===== src/hw/rtl/scc_pkg.sv =====
package scc_pkg;

  localparam int FRAME_BYTES_DEF = 9;
  localparam int IDX_W           = 4;

  localparam logic [7:0] CRC_POLY  = 8'h8C;
  localparam logic [7:0] TEMP_MAX  = 8'h7F;
  localparam logic       ST_OK     = 1'b0;
  localparam logic       ST_BADCRC = 1'b1;

  typedef struct packed {
    logic signed [7:0] temperature;
    logic              status;
  } result_t;

endpackage


===== src/hw/rtl/scc_frame.sv =====
module scc_frame
  import scc_pkg::*;
#(
  parameter int FRAME_BYTES = FRAME_BYTES_DEF
) (
  input  logic       clk,
  input  logic       rst,
  input  logic       accept,
  input  logic [7:0] data_byte,
  output logic       res_valid,
  output result_t    res
);

  localparam logic [IDX_W-1:0] LAST = IDX_W'(FRAME_BYTES - 1);

  logic [IDX_W-1:0] idx;
  logic [7:0]       crc;
  logic [7:0]       reading_low;
  logic [7:0]       reading_high;
  logic             is_last;
  logic [7:0]       crc_next;
  logic [7:0]       t_raw;

  function automatic logic [7:0] crc8_byte(input logic [7:0] c_in, input logic [7:0] b);
    logic [7:0] c;
    c = c_in;
    for (int k = 0; k < 8; k++) begin
      if (c[0] ^ b[k]) begin
        c = (c >> 1) ^ CRC_POLY;
      end else begin
        c = c >> 1;
      end
    end
    return c;
  endfunction

  assign is_last  = (idx >= LAST);
  assign crc_next = crc8_byte(crc, data_byte);
  assign t_raw    = {reading_high[3:0], reading_low[7:4]};

  always_comb begin
    res_valid = accept && is_last;
    if (crc == data_byte) begin
      res.status = ST_OK;
      if (reading_low[3] && (t_raw != TEMP_MAX)) begin
        res.temperature = t_raw + 8'd1;
      end else begin
        res.temperature = t_raw;
      end
    end else begin
      res.status      = ST_BADCRC;
      res.temperature = '0;
    end
  end

  always_ff @(posedge clk) begin
    if (rst) begin
      idx          <= '0;
      crc          <= '0;
      reading_low  <= '0;
      reading_high <= '0;
    end else if (accept) begin
      if (is_last) begin
        idx <= '0;
        crc <= '0;
      end else begin
        idx <= idx + 1'b1;
        crc <= crc_next;
        if (idx == '0) begin
          reading_low <= data_byte;
        end
        if (idx == IDX_W'(1)) begin
          reading_high <= data_byte;
        end
      end
    end
  end

  a_idx_range: assert property (@(posedge clk) disable iff (rst) idx <= LAST)
    else $error("frame position beyond last byte");

  a_restart: assert property (@(posedge clk) disable iff (rst)
    res_valid |=> (idx == '0) && (crc == '0))
    else $error("frame did not restart after closing byte");

endmodule


===== src/hw/rtl/scc_out.sv =====
module scc_out
  import scc_pkg::*;
(
  input  logic    clk,
  input  logic    rst,
  input  logic    in_valid,
  input  result_t in_res,
  output logic    in_ready,
  output logic    out_valid,
  input  logic    out_ready,
  output result_t out_res
);

  logic    main_valid;
  result_t main_res;
  logic    skid_valid;
  result_t skid_res;
  logic    main_free;

  assign in_ready  = !skid_valid;
  assign out_valid = main_valid;
  assign out_res   = main_res;
  assign main_free = !main_valid || out_ready;

  always_ff @(posedge clk) begin
    if (rst) begin
      main_valid <= 1'b0;
      skid_valid <= 1'b0;
    end else begin
      if (main_free) begin
        if (skid_valid) begin
          main_valid <= 1'b1;
          skid_valid <= 1'b0;
        end else begin
          main_valid <= in_valid;
        end
      end else if (in_valid) begin
        skid_valid <= 1'b1;
      end
    end
  end

  always_ff @(posedge clk) begin
    if (main_free) begin
      main_res <= skid_valid ? skid_res : in_res;
    end
    if (!main_free && in_valid) begin
      skid_res <= in_res;
    end
  end

  a_skid_order: assert property (@(posedge clk) disable iff (rst)
    skid_valid |-> main_valid)
    else $error("skid entry held with empty output register");

  a_no_drop: assert property (@(posedge clk) disable iff (rst)
    (in_valid && main_valid && !out_ready) |=> skid_valid)
    else $error("result lost while output stalled");

endmodule


===== src/hw/rtl/scratchpad_crc_check_and_temperature_core.sv =====
// Scratchpad CRC check and temperature extraction.
// Input stream (s_*): one scratchpad byte per transaction, FRAME_BYTES per
// frame. Every byte but the last goes through a reflected CRC-8 (poly 0x8C,
// init 0); bytes 0 and 1 are kept as the little-endian reading.
// Output stream (m_*): one transaction per frame, issued for the last byte.
// m_tdata carries the rounded signed temperature (0 on CRC failure), m_tuser
// the status (0 CRC match, 1 mismatch).
// Throughput: one byte per cycle while s_tready is high. The byte-wide CRC update
// is one level of unrolled logic in front of the CRC register.
// A result is registered in the output stage when its last byte is accepted.
// Stall: a two-entry output stage (output register plus skid register) keeps
// s_tready high while one result waits; s_tready drops only when both hold
// results, and no result is dropped.
// Reset (rst, synchronous): frame position, CRC and reading clear; pending
// results are discarded.
module scratchpad_crc_check_and_temperature_core
  import scc_pkg::*;
#(
  parameter int FRAME_BYTES = FRAME_BYTES_DEF
) (
  input  logic       clk,
  input  logic       rst,
  input  logic       s_tvalid,
  output logic       s_tready,
  input  logic [7:0] s_tdata,   // [7:0] data_byte
  output logic       m_tvalid,
  input  logic       m_tready,
  output logic [7:0] m_tdata,   // [7:0] temperature
  output logic       m_tuser    // [0] status
);

  logic    accept;
  logic    res_valid;
  result_t res;
  result_t out_res;

  assign accept = s_tvalid && s_tready;

  scc_frame #(
    .FRAME_BYTES(FRAME_BYTES)
  ) u_frame (
    .clk       (clk),
    .rst       (rst),
    .accept    (accept),
    .data_byte (s_tdata),
    .res_valid (res_valid),
    .res       (res)
  );

  scc_out u_out (
    .clk       (clk),
    .rst       (rst),
    .in_valid  (res_valid),
    .in_res    (res),
    .in_ready  (s_tready),
    .out_valid (m_tvalid),
    .out_ready (m_tready),
    .out_res   (out_res)
  );

  assign m_tdata = out_res.temperature;
  assign m_tuser = out_res.status;

endmodule


===== config.mk =====
export PLATFORM = sky130hd
export DESIGN_NAME = scratchpad_crc_check_and_temperature_core
export DESIGN_NICKNAME = d
export VERILOG_FILES = /design/src/hw/rtl/scc_pkg.sv /design/src/hw/rtl/scc_frame.sv /design/src/hw/rtl/scc_out.sv /design/src/hw/rtl/scratchpad_crc_check_and_temperature_core.sv
export SDC_FILE = /design/constraint.sdc
export NUM_CORES = 1
export LEC_CHECK = 0
export BUFFER_PORTS_ARGS = -buffer_cell sky130_fd_sc_hd__buf_2
export CAP_MARGIN = 20
export CORE_ASPECT_RATIO = 1.1
export CORE_MARGIN = 2
export CORE_UTILIZATION = 57
export CTS_BUF_LIST = sky130_fd_sc_hd__clkbuf_8 sky130_fd_sc_hd__clkbuf_16
export CTS_CLUSTER_DIAMETER = 30
export DETAILED_ROUTE_END_ITERATION = 10
export PLACE_DENSITY = 0.86
export SETUP_SLACK_MARGIN = 0.15
export SLEW_MARGIN = 20
export SYNTH_ARGS = -nofsm -noshare
export SYNTH_HDL_FRONTEND = slang
export SYNTH_SLANG_ARGS = --single-unit

===== constraint.sdc =====
create_clock -name clk -period 2.65 [get_ports clk]
set_clock_uncertainty 0.15 [all_clocks]
set_input_delay 0.795 -clock clk [delete_from_list [all_inputs] [get_ports clk]]
set_output_delay 0.795 -clock clk [all_outputs]
set_load 0.005 [all_outputs]

# Word-level counts from Yosys, hierarchy flattened
# Cells that the tools add are included.
# totals
register_bits,44
latchBits,0
ram_bits,0
romBits,0
input_bits,12
memories,0
# classes
addsub,2
mul,0
div,0
magnitude_cmp,1
n_eq_ne,3
shift,0
muxes,14
n_bitwise,17
n_reduce_logical,12
# ops
operator,n
$mux W8,10
$not A2 Y3,8
$mux W9,2
$add A8 B1 Y8 const B,1
$eq A8 B8 Y1,1
$ne A8 B7 Y1 const B,1
$xor A1 B1 Y1,8
$reduce_and A3 Y1,2
$add A4 B1 Y4 const B,1
$eq A4 B1 Y1 const B,1
$ge A4 B4 Y1 const B,1
$logic_and A1 B1 Y1,4
$logic_not A4 Y1,1
$mux W4,1
$logic_not A1 Y1,3
$reduce_or A2 Y1,1
$logic_or A1 B1 Y1,1
$mux W1,1
$not A1 Y1,1

# Longest topological paths before layout
# logic_depth
word_depth,17
ltp_mapped,6

# Cells and area by module
# A second synthesis with hierarchy kept.
# unflattened
cells_unflattened,182
area_unflattened_um2,2026.9
# modules_own_cells
module,n_inst,cells_each,area_per_inst_um2,seq_area_each_um2
scc_frame,1,144,1266.2,420.4
scc_out,1,37,754.5,580.6
scratchpad_crc_check_and_temperature_core,1,1,6.3,0.0

# Least setup slack after synthesis
# OpenSTA, ideal clock, no wires.
# synth_timing
kind,input port to flip-flop
startpoint,in s_tvalid
endpoint,reg u_out.skid_res[0] (netlist bit) (enable)
t_arrival_ns,1.973
required_time_ns,2.113
path_slack_ns,0.140
cell_stages,4
n_path_buf,2
path_cell_list,nand2b_1 clkbuf_1 clkbuf_1 nor3_1
# synth_between
elab_chain_cells,3
# synth_rtl
item,line,text
start: declaration,scratchpad_crc_check_and_temperature_core.sv:23,"input logic s_tvalid,"
$logic_and A1 B1 Y1,scratchpad_crc_check_and_temperature_core.sv:37,assign accept = s_tvalid && s_tready;
$logic_and A1 B1 Y1,scc_frame.sv:42,res_valid = accept && is_last;
$logic_and A1 B1 Y1,scc_out.sv:47,if (!main_free && in_valid) begin
end signal: assignment,scc_out.sv:48,skid_res <= in_res;
end: declaration,scc_out.sv:17,result_t skid_res;
# No other way between the ends.
# A chain may end at the register's enable or synchronous reset.

# Worst setup path in the final report
# layout_timing
startpoint,in s_tdata[6]
endpoint,reg u_out.main_res (netlist bit u_out.out_res[0]) (data pin)
# layout_between
elab_chain_cells,3
# layout_rtl
item,line,text
start: declaration,scratchpad_crc_check_and_temperature_core.sv:25,"input logic [7:0] s_tdata,"
$eq A8 B8 Y1,scc_frame.sv:43,if (crc == data_byte) begin
$mux W9,scc_frame.sv:43,
$mux W9,scc_out.sv:45,main_res <= skid_valid ? skid_res : in_res;
end signal: assignment,scc_out.sv:45,
end: declaration,scc_out.sv:15,result_t main_res;
# No other way between the ends.

==> key figures <==
Run status
  – Status: complete, no violations

STA
  – RSZ-0062 raised after global routing: false
  – Slew Viols, Final: 0
  – Min cycle time layout: around 2.2 ns
  – Tcrit/Tclk final: 84.1%
  – Maximum clock rate: 0.449 GHz
  – Fin Setup TNS: 0 ns
  – Final setup viols: 0
  – Fin. Hold Viols: 0
  – Hold WS: 0.319 ns
  – Slew margin rel.: 70.0%
  – Least-Margin Pin Slew: 0.450 ns

GRT
  – Largest net degree at the start of global routing: 27
  – Initial antenna violation count: 0
  – Gr usage total: 21.1%
  – First-pass GRT wire length: about 6.3 mm
  – GRT overflow: 0
  – Vias in the first global route: 1,446

Route
  – DR WL/cell: 12.9 µm
  – Number of remaining DRC errors: 0
  – Starting DRT DRC Count: 91
  – Final ANT Viol Nets: 0
  – Drt total wl: about 3.7 mm
  – Via count: 1,544
  – Pre-Repair DR Iteration Count: 4
  – Vias per cell: 5.46

Logic synthesis
  – Mux share of post-synthesis cell area: 1.59%
  – Post-Synth Simple-Gate Area: between 10% and 20%
  – Area contributors post-synth: edfxtp_1 26%, dfxtp_1 23%, a21oi_1 5.6%, nand2_1 5.0%, xnor2_1 4.3%
  – Async SR Flop Fraction: 0%
  – Count leader, synth: nand2_1
  – Post-Syn Instances: roughly 200
  – Synthesized cell area: 2040 µm²
  – Cell variety after synth: 38
  – Yosys warning count: 0
  – Sequential share of the synthesized area: 49.0%
  – Synth top area share: 26.4%
  – Largest family of logic cells by synthesized area: simple AND/OR/NAND/NOR gates
  – Syn_nets: ~220
  – Adder-cell share of the synthesized area: 2.45%
  – Compound-Gate Fraction of Synth Area: approximately 11%
  – Post-Synth XOR/XNOR Area: 13.1%
  – Synth area leader: edfxtp_1
  – Post-synth EDFFs: 18
  – Avg Cell Area, Syn: 10.1 µm²
  – Most frequent cells after synthesis: 27 x nand2_1, 23 x a21oi_1, 23 x dfxtp_1, 18 x edfxtp_1, 13 x nor2_1
  – Primary FF master, synth: dfxtp_1
  – Seq cells post-synth: 41

Die
  – Die area: 4080 µm²
  – Initial Util: about three fifths
  – Die Y: 66.8 µm
  – Num ports: 23
  – Die width: 61.1 µm
  – # rows: 22
  – Core area: 3390 µm²

Min path
  – Hold/Removal Path Class: register to register
  – Cell count of the worst hold path: 2

Pwr
  – Net switching power: 0.562 mW
  – Clk network pwr share: 29.9%
  – Logic pwr share: 31.9%
  – Total power: 2.01 mW
  – Pleak: 0.923 nW
  – Seq pwr share: 38.2%
  – Max IR drop VDD: 0.000719 V
  – Switching Fraction: 27.9%
  – P_int: 1.45 mW
  – PwrDens: 839 nW/µm²

Cells and area
  – Non-filler instance count after layout: 283
  – Final Cell Area: 2400 µm²
  – Filler instances: 255
  – Layout cells sized above 1: 22.1%
  – Final nets: between 200 and 300
  – Area grow syn2layout: 17.3%
  – Diode count: 0

Clocking
  – CTS buffer count: 5
  – Deepest level of the CTS H-tree: 2
  – Worst-path clk slew: 0.08 ns
  – Clock root buffer: clkbuf_8
  – CTS Sinks: 41
  – Cts hold-fix bufs: 0
  – # resized after CTS: 0
  – Clock Latency Late Sink: 0.30 ns
  – CTS tree: done
  – Clk buf depth: 2
  – Post-CTS Repair Setup Buffers: 0

Setup path
  – Worst-path fanout max: 5
  – Worst Setup End Kind: register
  – Req. time, crit path: 2.56 ns
  – Critical Path AT: 2.14 ns
  – Reg2Reg Depth: 5
  – Type of the worst setup path: input pin to register
  – Crit path launch type: input pin

Place
  – Placed cells: 275
  – GPL Wtd Cong: 0.823
  – PortBufs: 22
  – Post-DP HPWL: approximately 2.8 mm
  – Dpl cell area: about 2300 µm²

Flow run
  – Max_cap viols: 0
flip-flops by register name, indices dropped and copies added, names as in the netlist:
signal                flops
u_frame.crc               8
u_frame.idx               4
u_frame.reading_high      4
u_frame.reading_low       5
u_out.out_res             9
u_out.out_valid           1
u_out.skid_res            9
u_out.skid_valid          1
final cells by class:
cell class	instances	area [µm²]	share of cell area (%)
Clock inverter	3	68.8	2.87
Clock buffer	5	68.8	2.87
Multi-Input combinational cell	148	988	41.2
Tap cell	48	60.1	2.50
Sequential cell	41	1000	41.7
Timing Repair Buffer	33	193	8.03
Inverter	5	18.8	0.782
critical path, stage by stage:
cell and delay (ns):
buf_2 0.11, xnor2_1 0.35, nand4_1 0.16, or2_1 0.35
nand2b_1 0.25, o21a_1 0.13
final timing paths:
kind / slack, ns / to / from
min reg2reg: 0.32 / u_frame.crc[6] / u_frame.crc[6]
max reg2reg: 0.65 / u_out.out_res[2] / u_frame.reading_low[4]
min: 0.32 / u_frame.crc[6] / u_frame.crc[6]
max: 0.42 / u_out.out_res[0] / s_tdata[6]
routing by layer:
metal | part of all wire (%) | GRT usage [%] | wire length [µm]
met1 | 44 | 26.2 | 1600
met2 | 50 | 34.4 | 1830
met3 | 4.5 | 5.83 | 165
met4 | 1.6 | 8.15 | 58
met5 | 0 | 0 | 0
cells by family (layout without fill, tap and decap cells):
logic type                 count (synthesis)  count (layout)
adders and majority gates                  4               4
and+or+nand+nor                           81              81
xor gates and xnor gates                  23              23
AOI/OAI and AO/OA                         37              37
buffers and inverters                     14              46
DFF                                       41              41
muxes                                      3               3
power by group through the flow:
stage	Sequential (mW)	Combinational (mW)	Clock [mW]
detailed placement	0.784	0.643	0
finish	0.769	0.642	0.600
CTS	0.770	0.646	0.610
global route	0.779	0.711	0.631
floorplan	0.772	0.494	0
global placement	0.781	0.615	0
metrics by stage:
stage | util (%) | setup WS (ns)
final | 70.8 | 0.420
after CTS | 70.8 | 0.421
after detailed placement | 66.8 | 0.0954
after global routing | 70.8 | 0.319
after floorplan | - | 0.410
after global placement | 66.8 | 0.204
cell usage in the layout, fill, tap and decap left out, drive strengths merged:
| cell | Yosys | layout |
|---|---|---|
| edfxtp | 18 | 18 |
| a211oi | 2 | 2 |
| dfxtp | 23 | 23 |
| nand4 | 3 | 3 |
| o211ai | 1 | 1 |
| nand3b | 3 | 3 |
| ha | 4 | 4 |
| xnor3 | 2 | 2 |
| nor2 | 13 | 13 |
| or2 | 1 | 1 |
| o21a | 1 | 1 |
| and4b | 1 | 1 |
| o21ai | 4 | 4 |
| nor3 | 7 | 7 |
| xnor2 | 15 | 15 |
| or3 | 5 | 5 |
| o311ai | 1 | 1 |
| a22oi | 2 | 2 |
| nand3 | 12 | 12 |
| nor3b | 1 | 1 |
| a21oi | 23 | 23 |
| mux2i | 1 | 1 |
| clkbuf | 8 | 5 |
| nand2 | 27 | 27 |
| bufinv | 0 | 2 |
| xor2 | 6 | 6 |
| o31ai | 3 | 3 |
| nand4b | 1 | 1 |
| mux2 | 2 | 2 |
| nand2b | 4 | 4 |
| nor4 | 1 | 1 |
| inv | 5 | 6 |
| buf | 1 | 33 |
| or3b | 2 | 2 |
(Power assumes the default switching activity.)
